File: src/hdl/fmmr_pkg.sv
// -----------------------------------------------------------------------------
// fmmr_pkg
// Types, constants and the control store of the fraction min/max reducer.
// -----------------------------------------------------------------------------
package fmmr_pkg;

	localparam int VALUE_WIDTH = 16;
	localparam int K_W         = $clog2(VALUE_WIDTH);
	localparam int CNT_W       = $clog2(VALUE_WIDTH + 1);
	localparam int PROD_W      = 2 * VALUE_WIDTH + 2;
	localparam int PC_W        = 5;

	localparam logic [VALUE_WIDTH-1:0] HALF_MAG = {1'b1, {(VALUE_WIDTH-1){1'b0}}};
	localparam logic [VALUE_WIDTH-1:0] POS_MAX  = {1'b0, {(VALUE_WIDTH-1){1'b1}}};

	typedef struct packed {
		logic [0:0]                    opcode;
		logic signed [VALUE_WIDTH-1:0] numerator_in;
		logic signed [VALUE_WIDTH-1:0] denominator_in;
	} in_item_t;

	typedef struct packed {
		logic                          empty_res;
		logic signed [VALUE_WIDTH-1:0] max_numerator;
		logic signed [VALUE_WIDTH-1:0] max_denominator;
		logic signed [VALUE_WIDTH-1:0] max_reduced_numerator;
		logic [VALUE_WIDTH-1:0]        max_reduced_denominator;
		logic signed [VALUE_WIDTH-1:0] min_numerator;
		logic signed [VALUE_WIDTH-1:0] min_denominator;
		logic signed [VALUE_WIDTH-1:0] min_reduced_numerator;
		logic [VALUE_WIDTH-1:0]        min_reduced_denominator;
		logic                          zero_denominator_seen;
	} out_item_t;

	localparam logic [0:0] OPC_SUBMIT = 1'b0;
	localparam logic [0:0] OPC_REPORT = 1'b1;

	typedef enum logic [3:0] {
		OP_NOP,
		OP_MUL_L,
		OP_MUL_R,
		OP_SET_FIRST,
		OP_SET_TRACK,
		OP_SET_BAD,
		OP_GCD_INIT,
		OP_GCD_STEP,
		OP_DIV_INIT_N,
		OP_DIV_INIT_D,
		OP_DIV_STEP,
		OP_SAVE_N,
		OP_SAVE_D,
		OP_EMIT
	} op_t;

	typedef enum logic [2:0] {
		C_ZERO_DEN,
		C_SEEN,
		C_GT,
		C_LT,
		C_GCD_DONE,
		C_DIV_DONE
	} cond_t;

	typedef enum logic [2:0] {
		J_NEXT,
		J_GOTO,
		J_IF_SET,
		J_IF_CLR,
		J_DISPATCH
	} jump_t;

	typedef struct packed {
		op_t              op;
		logic             sel_min;
		jump_t            jmp;
		cond_t            cond;
		logic [PC_W-1:0]  target;
	} ucode_t;

	// datapath control for one step
	typedef struct packed {
		logic load;
		op_t  op;
		logic sel_min;
	} dp_ctl_t;

	// datapath status tested by jumps
	typedef struct packed {
		logic zero_den;
		logic seen;
		logic gt;
		logic lt;
		logic gcd_done;
		logic div_done;
	} dp_flags_t;

	// control store addresses
	localparam logic [PC_W-1:0] A_IDLE      = 5'd0;
	localparam logic [PC_W-1:0] A_SUB       = 5'd1;
	localparam logic [PC_W-1:0] A_SUB_SEEN  = 5'd2;
	localparam logic [PC_W-1:0] A_MAX_L     = 5'd3;
	localparam logic [PC_W-1:0] A_MAX_R     = 5'd4;
	localparam logic [PC_W-1:0] A_MAX_CMP   = 5'd5;
	localparam logic [PC_W-1:0] A_MIN_L     = 5'd6;
	localparam logic [PC_W-1:0] A_MIN_R     = 5'd7;
	localparam logic [PC_W-1:0] A_MIN_CMP   = 5'd8;
	localparam logic [PC_W-1:0] A_SET_MIN   = 5'd9;
	localparam logic [PC_W-1:0] A_SET_MAX   = 5'd10;
	localparam logic [PC_W-1:0] A_FIRST     = 5'd11;
	localparam logic [PC_W-1:0] A_BAD       = 5'd12;
	localparam logic [PC_W-1:0] A_RPT       = 5'd13;
	localparam logic [PC_W-1:0] A_MAX_GI    = 5'd14;
	localparam logic [PC_W-1:0] A_MAX_GS    = 5'd15;
	localparam logic [PC_W-1:0] A_MAX_DIN   = 5'd16;
	localparam logic [PC_W-1:0] A_MAX_DSN   = 5'd17;
	localparam logic [PC_W-1:0] A_MAX_SN    = 5'd18;
	localparam logic [PC_W-1:0] A_MAX_DID   = 5'd19;
	localparam logic [PC_W-1:0] A_MAX_DSD   = 5'd20;
	localparam logic [PC_W-1:0] A_MAX_SD    = 5'd21;
	localparam logic [PC_W-1:0] A_MIN_GI    = 5'd22;
	localparam logic [PC_W-1:0] A_MIN_GS    = 5'd23;
	localparam logic [PC_W-1:0] A_MIN_DIN   = 5'd24;
	localparam logic [PC_W-1:0] A_MIN_DSN   = 5'd25;
	localparam logic [PC_W-1:0] A_MIN_SN    = 5'd26;
	localparam logic [PC_W-1:0] A_MIN_DID   = 5'd27;
	localparam logic [PC_W-1:0] A_MIN_DSD   = 5'd28;
	localparam logic [PC_W-1:0] A_MIN_SD    = 5'd29;
	localparam logic [PC_W-1:0] A_EMIT      = 5'd30;

	function automatic ucode_t uw(op_t op, logic sel, jump_t j, cond_t c,
		logic [PC_W-1:0] t);
		return '{op, sel, j, c, t};
	endfunction

	// control store: one word per step
	function automatic ucode_t ucode(logic [PC_W-1:0] pc);
		ucode_t w;
		case (pc)
			A_IDLE:     w = uw(OP_NOP,        1'b0, J_DISPATCH, C_SEEN,     A_IDLE);
			A_SUB:      w = uw(OP_NOP,        1'b0, J_IF_SET,   C_ZERO_DEN, A_BAD);
			A_SUB_SEEN: w = uw(OP_NOP,        1'b0, J_IF_CLR,   C_SEEN,     A_FIRST);
			A_MAX_L:    w = uw(OP_MUL_L,      1'b0, J_NEXT,     C_SEEN,     A_IDLE);
			A_MAX_R:    w = uw(OP_MUL_R,      1'b0, J_NEXT,     C_SEEN,     A_IDLE);
			A_MAX_CMP:  w = uw(OP_NOP,        1'b0, J_IF_SET,   C_GT,       A_SET_MAX);
			A_MIN_L:    w = uw(OP_MUL_L,      1'b1, J_NEXT,     C_SEEN,     A_IDLE);
			A_MIN_R:    w = uw(OP_MUL_R,      1'b1, J_NEXT,     C_SEEN,     A_IDLE);
			A_MIN_CMP:  w = uw(OP_NOP,        1'b1, J_IF_CLR,   C_LT,       A_IDLE);
			A_SET_MIN:  w = uw(OP_SET_TRACK,  1'b1, J_GOTO,     C_SEEN,     A_IDLE);
			A_SET_MAX:  w = uw(OP_SET_TRACK,  1'b0, J_GOTO,     C_SEEN,     A_IDLE);
			A_FIRST:    w = uw(OP_SET_FIRST,  1'b0, J_GOTO,     C_SEEN,     A_IDLE);
			A_BAD:      w = uw(OP_SET_BAD,    1'b0, J_GOTO,     C_SEEN,     A_IDLE);
			A_RPT:      w = uw(OP_NOP,        1'b0, J_IF_CLR,   C_SEEN,     A_EMIT);
			A_MAX_GI:   w = uw(OP_GCD_INIT,   1'b0, J_NEXT,     C_SEEN,     A_IDLE);
			A_MAX_GS:   w = uw(OP_GCD_STEP,   1'b0, J_IF_CLR,   C_GCD_DONE, A_MAX_GS);
			A_MAX_DIN:  w = uw(OP_DIV_INIT_N, 1'b0, J_NEXT,     C_SEEN,     A_IDLE);
			A_MAX_DSN:  w = uw(OP_DIV_STEP,   1'b0, J_IF_CLR,   C_DIV_DONE, A_MAX_DSN);
			A_MAX_SN:   w = uw(OP_SAVE_N,     1'b0, J_NEXT,     C_SEEN,     A_IDLE);
			A_MAX_DID:  w = uw(OP_DIV_INIT_D, 1'b0, J_NEXT,     C_SEEN,     A_IDLE);
			A_MAX_DSD:  w = uw(OP_DIV_STEP,   1'b0, J_IF_CLR,   C_DIV_DONE, A_MAX_DSD);
			A_MAX_SD:   w = uw(OP_SAVE_D,     1'b0, J_NEXT,     C_SEEN,     A_IDLE);
			A_MIN_GI:   w = uw(OP_GCD_INIT,   1'b1, J_NEXT,     C_SEEN,     A_IDLE);
			A_MIN_GS:   w = uw(OP_GCD_STEP,   1'b1, J_IF_CLR,   C_GCD_DONE, A_MIN_GS);
			A_MIN_DIN:  w = uw(OP_DIV_INIT_N, 1'b1, J_NEXT,     C_SEEN,     A_IDLE);
			A_MIN_DSN:  w = uw(OP_DIV_STEP,   1'b1, J_IF_CLR,   C_DIV_DONE, A_MIN_DSN);
			A_MIN_SN:   w = uw(OP_SAVE_N,     1'b1, J_NEXT,     C_SEEN,     A_IDLE);
			A_MIN_DID:  w = uw(OP_DIV_INIT_D, 1'b1, J_NEXT,     C_SEEN,     A_IDLE);
			A_MIN_DSD:  w = uw(OP_DIV_STEP,   1'b1, J_IF_CLR,   C_DIV_DONE, A_MIN_DSD);
			A_MIN_SD:   w = uw(OP_SAVE_D,     1'b1, J_NEXT,     C_SEEN,     A_IDLE);
			A_EMIT:     w = uw(OP_EMIT,       1'b0, J_GOTO,     C_SEEN,     A_IDLE);
			default:    w = uw(OP_NOP,        1'b0, J_GOTO,     C_SEEN,     A_IDLE);
		endcase
		return w;
	endfunction

endpackage

File: src/hdl/fraction_min_max_reducer.sv
// -----------------------------------------------------------------------------
// fraction_min_max_reducer
// Running min/max of signed fractions with binary-GCD reduction on report.
// -----------------------------------------------------------------------------
// Usage:
//   An item is taken at a rising edge with start high and busy low. opcode 0
//   submits numerator_in/denominator_in; opcode 1 asks for a report.
//   A submit yields no result and keeps busy high until it is through: a zero
//   denominator ends it soonest, then the first fraction, and it runs longest
//   when both the largest and the smallest are compared (two products each,
//   one shared multiplier). A report yields one result beat: done is high for
//   exactly one cycle with the beat on result. An empty report skips the
//   reduction; otherwise the binary GCD loop and two bit-serial divisions run
//   for each of the two fractions. done rises in the cycle busy falls, so the
//   next item may be taken in that same cycle. The receiver cannot stall; the
//   result register holds until the next report. After reset the tracker is
//   empty and the flags are clear; a report also clears them.
// -----------------------------------------------------------------------------
module fraction_min_max_reducer (
	input  logic                 clk,
	input  logic                 arst_n,
	input  logic                 start,
	output logic                 busy,
	input  fmmr_pkg::in_item_t   item,
	output logic                 done,
	output fmmr_pkg::out_item_t  result
);
	import fmmr_pkg::*;

	localparam int W = VALUE_WIDTH;

	dp_ctl_t   ctl;
	dp_flags_t flags;

	// captured item, raw and with the denominator made positive
	logic signed [W-1:0] in_num_q, in_den_q;
	logic signed [W:0]   in_nn_q, in_dn_q;
	logic signed [W:0]   nx, dx, nn_d, dn_d;

	// tracker
	logic                seen_q, bad_q;
	logic signed [W-1:0] lg_num_q, lg_den_q, sm_num_q, sm_den_q;
	logic signed [W:0]   lg_nn_q, lg_dn_q, sm_nn_q, sm_dn_q;

	// compare products
	logic signed [PROD_W-1:0] pl_q, pr_q;
	logic signed [W:0]        mul_a, mul_b;
	logic signed [PROD_W-1:0] prod;

	// gcd and divider
	logic [W-1:0]     u_q, v_q, div_q, rem_q, quo_q;
	logic [K_W-1:0]   k_q;
	logic [CNT_W-1:0] cnt_q;
	logic [W:0]       trial, diff;

	// reduced forms
	logic [W-1:0] max_rn_q, max_rd_q, min_rn_q, min_rd_q;

	logic                done_q;
	out_item_t           result_q;

	logic signed [W-1:0] sel_num, sel_den;
	logic signed [W:0]   sel_nn, sel_dn;
	logic [W-1:0]        num_mag, den_mag, rn_val;
	logic                neg;

	fmmr_seq u_seq (
		.clk    (clk),
		.arst_n (arst_n),
		.start  (start),
		.opcode (item.opcode),
		.flags  (flags),
		.busy   (busy),
		.ctl    (ctl)
	);

	assign nx   = {item.numerator_in[W-1], item.numerator_in};
	assign dx   = {item.denominator_in[W-1], item.denominator_in};
	assign nn_d = item.denominator_in[W-1] ? -nx : nx;
	assign dn_d = item.denominator_in[W-1] ? -dx : dx;

	assign sel_num = ctl.sel_min ? sm_num_q : lg_num_q;
	assign sel_den = ctl.sel_min ? sm_den_q : lg_den_q;
	assign sel_nn  = ctl.sel_min ? sm_nn_q : lg_nn_q;
	assign sel_dn  = ctl.sel_min ? sm_dn_q : lg_dn_q;

	// one multiplier serves both cross products
	assign mul_a = (ctl.op == OP_MUL_L) ? in_nn_q : sel_nn;
	assign mul_b = (ctl.op == OP_MUL_L) ? sel_dn : in_dn_q;
	assign prod  = mul_a * mul_b;

	assign num_mag = sel_num[W-1] ? (~sel_num + 1'b1) : sel_num;
	assign den_mag = sel_den[W-1] ? (~sel_den + 1'b1) : sel_den;

	// sign goes on the numerator; a positive 2^(W-1) saturates
	assign neg    = sel_num[W-1] ^ sel_den[W-1];
	assign rn_val = neg ? (~quo_q + 1'b1) : ((quo_q == HALF_MAG) ? POS_MAX : quo_q);

	assign trial = {rem_q, quo_q[W-1]};
	assign diff  = trial - {1'b0, div_q};

	assign flags.zero_den = (in_den_q == '0);
	assign flags.seen     = seen_q;
	assign flags.gt       = (pl_q > pr_q);
	assign flags.lt       = (pl_q < pr_q);
	assign flags.gcd_done = (u_q == '0);
	assign flags.div_done = (cnt_q == '0);

	assign done   = done_q;
	assign result = result_q;

	always_ff @(posedge clk or negedge arst_n) begin
		if (!arst_n) begin
			seen_q <= 1'b0;
			bad_q  <= 1'b0;
			done_q <= 1'b0;
		end else begin
			done_q <= (ctl.op == OP_EMIT);
			case (ctl.op)
				OP_SET_FIRST: seen_q <= 1'b1;
				OP_SET_BAD:   bad_q  <= 1'b1;
				OP_EMIT: begin
					seen_q <= 1'b0;
					bad_q  <= 1'b0;
				end
				default: ;
			endcase
		end
	end

	always_ff @(posedge clk) begin
		if (ctl.load) begin
			in_num_q <= item.numerator_in;
			in_den_q <= item.denominator_in;
			in_nn_q  <= nn_d;
			in_dn_q  <= dn_d;
		end
		case (ctl.op)
			OP_MUL_L: pl_q <= prod;
			OP_MUL_R: pr_q <= prod;
			OP_SET_FIRST: begin
				lg_num_q <= in_num_q;
				lg_den_q <= in_den_q;
				lg_nn_q  <= in_nn_q;
				lg_dn_q  <= in_dn_q;
				sm_num_q <= in_num_q;
				sm_den_q <= in_den_q;
				sm_nn_q  <= in_nn_q;
				sm_dn_q  <= in_dn_q;
			end
			OP_SET_TRACK: begin
				if (ctl.sel_min) begin
					sm_num_q <= in_num_q;
					sm_den_q <= in_den_q;
					sm_nn_q  <= in_nn_q;
					sm_dn_q  <= in_dn_q;
				end else begin
					lg_num_q <= in_num_q;
					lg_den_q <= in_den_q;
					lg_nn_q  <= in_nn_q;
					lg_dn_q  <= in_dn_q;
				end
			end
			OP_GCD_INIT: begin
				u_q <= num_mag;
				v_q <= den_mag;
				k_q <= '0;
			end
			OP_GCD_STEP: begin
				// binary gcd: drop common twos, strip lone twos, subtract odds
				if (u_q != '0) begin
					if (!u_q[0] && !v_q[0]) begin
						u_q <= u_q >> 1;
						v_q <= v_q >> 1;
						k_q <= k_q + 1'b1;
					end else if (!u_q[0]) begin
						u_q <= u_q >> 1;
					end else if (!v_q[0]) begin
						v_q <= v_q >> 1;
					end else if (u_q >= v_q) begin
						u_q <= (u_q - v_q) >> 1;
					end else begin
						v_q <= (v_q - u_q) >> 1;
					end
				end
			end
			OP_DIV_INIT_N: begin
				div_q <= v_q << k_q;
				quo_q <= num_mag;
				rem_q <= '0;
				cnt_q <= CNT_W'(W);
			end
			OP_DIV_INIT_D: begin
				div_q <= v_q << k_q;
				quo_q <= den_mag;
				rem_q <= '0;
				cnt_q <= CNT_W'(W);
			end
			OP_DIV_STEP: begin
				// restoring division, one quotient bit per cycle
				if (cnt_q != '0) begin
					cnt_q <= cnt_q - 1'b1;
					if (!diff[W]) begin
						rem_q <= diff[W-1:0];
						quo_q <= {quo_q[W-2:0], 1'b1};
					end else begin
						rem_q <= trial[W-1:0];
						quo_q <= {quo_q[W-2:0], 1'b0};
					end
				end
			end
			OP_SAVE_N: begin
				if (ctl.sel_min)
					min_rn_q <= rn_val;
				else
					max_rn_q <= rn_val;
			end
			OP_SAVE_D: begin
				if (ctl.sel_min)
					min_rd_q <= quo_q;
				else
					max_rd_q <= quo_q;
			end
			OP_EMIT: begin
				result_q.empty_res             <= !seen_q;
				result_q.zero_denominator_seen <= bad_q;
				if (seen_q) begin
					result_q.max_numerator           <= lg_num_q;
					result_q.max_denominator         <= lg_den_q;
					result_q.max_reduced_numerator   <= max_rn_q;
					result_q.max_reduced_denominator <= max_rd_q;
					result_q.min_numerator           <= sm_num_q;
					result_q.min_denominator         <= sm_den_q;
					result_q.min_reduced_numerator   <= min_rn_q;
					result_q.min_reduced_denominator <= min_rd_q;
				end else begin
					result_q.max_numerator           <= '0;
					result_q.max_denominator         <= W'(1);
					result_q.max_reduced_numerator   <= '0;
					result_q.max_reduced_denominator <= W'(1);
					result_q.min_numerator           <= '0;
					result_q.min_denominator         <= W'(1);
					result_q.min_reduced_numerator   <= '0;
					result_q.min_reduced_denominator <= W'(1);
				end
			end
			default: ;
		endcase
	end

	a_done_from_emit: assert property (@(posedge clk) disable iff (!arst_n)
		done |-> $past(ctl.op == OP_EMIT))
		else $error("result beat without a report step");

	a_clear_after_emit: assert property (@(posedge clk) disable iff (!arst_n)
		(ctl.op == OP_EMIT) |=> (!seen_q && !bad_q))
		else $error("tracker not cleared after report");

	a_den_nonzero: assert property (@(posedge clk) disable iff (!arst_n)
		(done && !result.empty_res) |->
		(result.max_reduced_denominator != '0 && result.min_reduced_denominator != '0))
		else $error("reduced denominator is zero");

	a_divisor_nonzero: assert property (@(posedge clk) disable iff (!arst_n)
		(ctl.op == OP_DIV_STEP && cnt_q != '0) |-> (div_q != '0))
		else $error("division by zero gcd");

endmodule

File: src/hdl/fmmr_seq.sv
// -----------------------------------------------------------------------------
// fmmr_seq
// Step counter and control store; issues one control word per cycle.
// -----------------------------------------------------------------------------
module fmmr_seq (
	input  logic                clk,
	input  logic                arst_n,
	input  logic                start,
	input  logic [0:0]          opcode,
	input  fmmr_pkg::dp_flags_t flags,
	output logic                busy,
	output fmmr_pkg::dp_ctl_t   ctl
);
	import fmmr_pkg::*;

	logic [PC_W-1:0] pc_q;
	logic [PC_W-1:0] pc_next;
	ucode_t          w;
	logic            cond_val;
	logic            accept;

	assign w      = ucode(pc_q);
	assign busy   = (pc_q != A_IDLE);
	assign accept = start && !busy;

	assign ctl.load    = accept;
	assign ctl.op      = w.op;
	assign ctl.sel_min = w.sel_min;

	always_comb begin
		case (w.cond)
			C_ZERO_DEN: cond_val = flags.zero_den;
			C_SEEN:     cond_val = flags.seen;
			C_GT:       cond_val = flags.gt;
			C_LT:       cond_val = flags.lt;
			C_GCD_DONE: cond_val = flags.gcd_done;
			C_DIV_DONE: cond_val = flags.div_done;
			default:    cond_val = 1'b0;
		endcase
	end

	always_comb begin
		case (w.jmp)
			J_NEXT:     pc_next = pc_q + 1'b1;
			J_GOTO:     pc_next = w.target;
			J_IF_SET:   pc_next = cond_val ? w.target : pc_q + 1'b1;
			J_IF_CLR:   pc_next = cond_val ? pc_q + 1'b1 : w.target;
			J_DISPATCH: begin
				if (!accept)
					pc_next = A_IDLE;
				else if (opcode == OPC_REPORT)
					pc_next = A_RPT;
				else
					pc_next = A_SUB;
			end
			default:    pc_next = A_IDLE;
		endcase
	end

	always_ff @(posedge clk or negedge arst_n) begin
		if (!arst_n)
			pc_q <= A_IDLE;
		else
			pc_q <= pc_next;
	end

endmodule
File: config.mk
export PLATFORM = sky130hd
export DESIGN_NAME = fraction_min_max_reducer
export DESIGN_NICKNAME = d
export VERILOG_FILES = /design/src/hdl/fmmr_pkg.sv /design/src/hdl/fraction_min_max_reducer.sv /design/src/hdl/fmmr_seq.sv
export SDC_FILE = /design/constraint.sdc
export NUM_CORES = 2
export LEC_CHECK = 0
export BUFFER_PORTS_ARGS = -buffer_cell sky130_fd_sc_hd__buf_2
export CORE_MARGIN = 1.5
export CORE_UTILIZATION = 45
export CTS_CLUSTER_DIAMETER = 150
export CTS_CLUSTER_SIZE = 24
export DETAILED_ROUTE_END_ITERATION = 16
export PLACE_DENSITY = 0.6
export SYNTH_ARGS = -nofsm -noshare
export SYNTH_HDL_FRONTEND = slang
export SYNTH_SLANG_ARGS = --single-unit
File: constraint.sdc
create_clock -name clk -period 9.1 [get_ports clk]
set_input_delay 1.82 -clock clk [delete_from_list [all_inputs] [get_ports clk]]
set_output_delay 1.82 -clock clk [all_outputs]
set_load 0.005 [all_outputs]
==> flow_metrics.py <==
metrics = {
    "cts": {
        "cts_tree": "built",
        "htree_levels": 1,
        "ctsHoldBuffers": 0,
        "path_clk_slew_ns": 0.10,
        "clockRootBuffer": "clkbuf_16",
        "cts_made_buffers": 27,
        "clk_path_buf_depth": 3,
        "cts_sinks": 551,
        "clkLatencyLatePin_ns": 0.63,
    },
    "die": {
        "core_area_um2": 80500,
        "row_count": 104,
        "die_w_um": 288,
        "start_util_pct": 45.5,
        "die_h_um": 288,
        "die_area_um2": 83200,
        "pin_count": 168,
    },
    "yosys": {
        "synth-compound-area-share_pct": 8.51,
        "syn_nets": 3762,
        "netlist_area_um2": 36700,
        "synth_top_family_by_area": "adder cells",
        "synth.yosys.seq_area_share_pct": 45.0,
        "synth_warnings": 0,
        "synth_simple_gate_area_share_pct": 12.3,
        "synth_area_leader_cell": "edfxtp_1",
        "yosys.area_share.xor_xnor_pct": 3.36,
        "synth_cells": 3244,
        "synth.mux.area_fraction_pct": 2.64,
        "yosys.cell_types.count": 76,
        "synthArstFlopShare_pct": 1.45,
        "synth_area_leaders": "edfxtp_1 44%, fa_1 16%, ha_1 6.2%",
        "synth_adder_area_share_pct": 22.6,
        "syn_avg_cell_area_um2": 11.3,
        "yosys.area.top_type_share_pct": 44.5,
        "ys_seq_elements": 551,
        "synthFlopType": "edfxtp_1",
        "synth_edf_count": 543,
    },
    "drt": {
        "wirelength_mm": 94.6,
        "avgRoutedWirePerCell_um": 21.0,
        "drc_errors": 0,
        "vias": 24500,
        "first_pass_iters": 5,
        "ant_nets": 0,
        "drt_iter0_markers": 2044,
        "vias_per_cell": 5.44,
    },
    "critical_path": {
        "required_ns": 9.44,
        "cpPeakStageDelay_ns": 0.60,
        "critical_path_class": "flop to flop",
        "critical_path.n_buffers_inverters": 6,
        "cp_common_cell": "fa_1",
        "start_kind": "flop",
        "slowest_stage": "mux4_2",
        "critPathTopFamily": "adder cells",
        "arrival_ns": 9.07,
        "worstSetupEndpointType": "flop",
        "cp.depth": 29,
        "path_max_fanout": 23,
        "rr_worst_depth": 29,
    },
    "finish": {
        "fin_cells": 4509,
        "synthToLayoutAreaGrowth_pct": 9.42,
        "finalInstanceArea_um2": 40100,
        "layout_common_cells": "543 x edfxtp_1, 397 x inv_1, 317 x nor2_1",
        "largest_reg_flops": 130,
        "drive_gt1_share_pct": 11.0,
        "final_util_pct": 49.8,
        "final_common_cell": "edfxtp_1",
        "nets": 3943,
    },
    "timing": {
        "tightest_slew_ns": 1.16,
        "setup_viol": 0,
        "slew_violations": 0,
        "rsz0062_at_grt": "no",
        "fin_crit_ns": 8.73,
        "fin_crit_sh_pct": 96.0,
        "hold_viol_final": 0,
        "tns_ns": 0,
        "fin_skew_ns": 0.0411,
        "max_slew_margin_pct": 22.5,
        "fmax_ghz": 0.114,
    },
    "grt": {
        "grt_pass1_wl_mm": 146,
        "antenna_found_initial": 6,
        "grt_pass1_vias": 24900,
        "grt-ovfl-total": 0,
        "track_usage_pct": 22.9,
        "grt_max_degree": 132,
    },
    "placement": {
        "hpwl_mm": 72.7,
        "dpl_cell_area_um2": 39200,
        "placed_cells": 4449,
        "gp_congestion": 0.922,
        "io_buffers": 167,
    },
    "hold_path": {
        "hold-path-cell-count": 0,
        "hp-class": "flop to flop",
    },
    "outcome": {
        "status": "finished, final reports clean",
    },
    "run": {
        "maxCapViolCount": 0,
    },
}
-- worst register-to-register path, delay by kind of cell, from the launching register on --
family | cells | cell delay, ns
xor+xnor | 1 | 0.17
buf+inv | 6 | 0.78
mux | 1 | 0.60
fa+ha+maj | 8 | 3.91
compound gates | 9 | 1.85
flops | 1 | 0.44
simple gates | 4 | 0.71
-- final cells by class --
class	count	area [µm²]
Fill cell	7285	40400
Antenna cell	3	7.51
Timing Repair Buffer	276	1680
Inverter	399	1500
Clock buffer	47	751
Tap cell	1060	1330
Clock inverter	3	48.8
Multi-Input combinational cell	2170	18300
Sequential cell	551	16500
-- cells in the mapped netlist (all sizes together), types with 37 or more instances --
library cell,instances
a21oi,118
and2,132
buf,50
clkbuf,77
edfxtp,543
fa,299
ha,183
inv,399
mux2i,84
nand2,290
nor2,319
nor3,48
o21a,47
o21ai,118
xnor2,103
xor2,37
-- path summary, 6_finish.rpt --
path                                    start          end  slack [ns]
worst max-delay path            u_seq.pc_q[0]     pr_q[33]        0.37
worst min-delay path              in_num_q[3]  lg_num_q[3]        0.45
worst max register to register  u_seq.pc_q[0]     pr_q[33]        0.37
worst min register to register    in_num_q[3]  lg_num_q[3]        0.45
max in group asynchronous              arst_n       seen_q        7.76
min in group asynchronous              arst_n        bad_q        1.06
-- layer usage --
layer  routed length, µm  track usage [%]  up-vias
li1                    -                -    11400
met2               46800             39.3      602
met3                4100             2.12      141
met4                2960             6.60        0
met5                   0                0        -
met1               40700             30.9    12400
-- cells by family (layout without fill, tap and decap cells) --
group                    after synthesis  count (layout)
AO/OA/AOI/OAI                        483             483
XOR/XNOR                             140             140
adder cells (fa/ha/maj)              482             482
buffers and inverters                526             725
flip-flops                           551             551
multiplexers                          92              92
other                                  1               4
AND/OR/NAND/NOR                      969             972
-- stage by stage --
stage	worst slack (ns)	hold WS [ns]
2_1_floorplan	0.654	0.421
3_3_place_gp	0.282	0.424
3_5_place_dp	0.151	0.429
4_1_cts	0.0594	0.442
5_1_grt	0.00831	0.450
6_report	0.365	0.447
-- timing repair --
| item | CTS | global route |
|---|---|---|
| endpoints found under the setup margin | 0 | 12 |
| resized for setup | 0 | 21 |
| setup buffers | 0 | 4 |
Power is left out: the tool's default activity adds up to more than one toggle a clock period on the data nets, which glitch-free logic cannot reach.
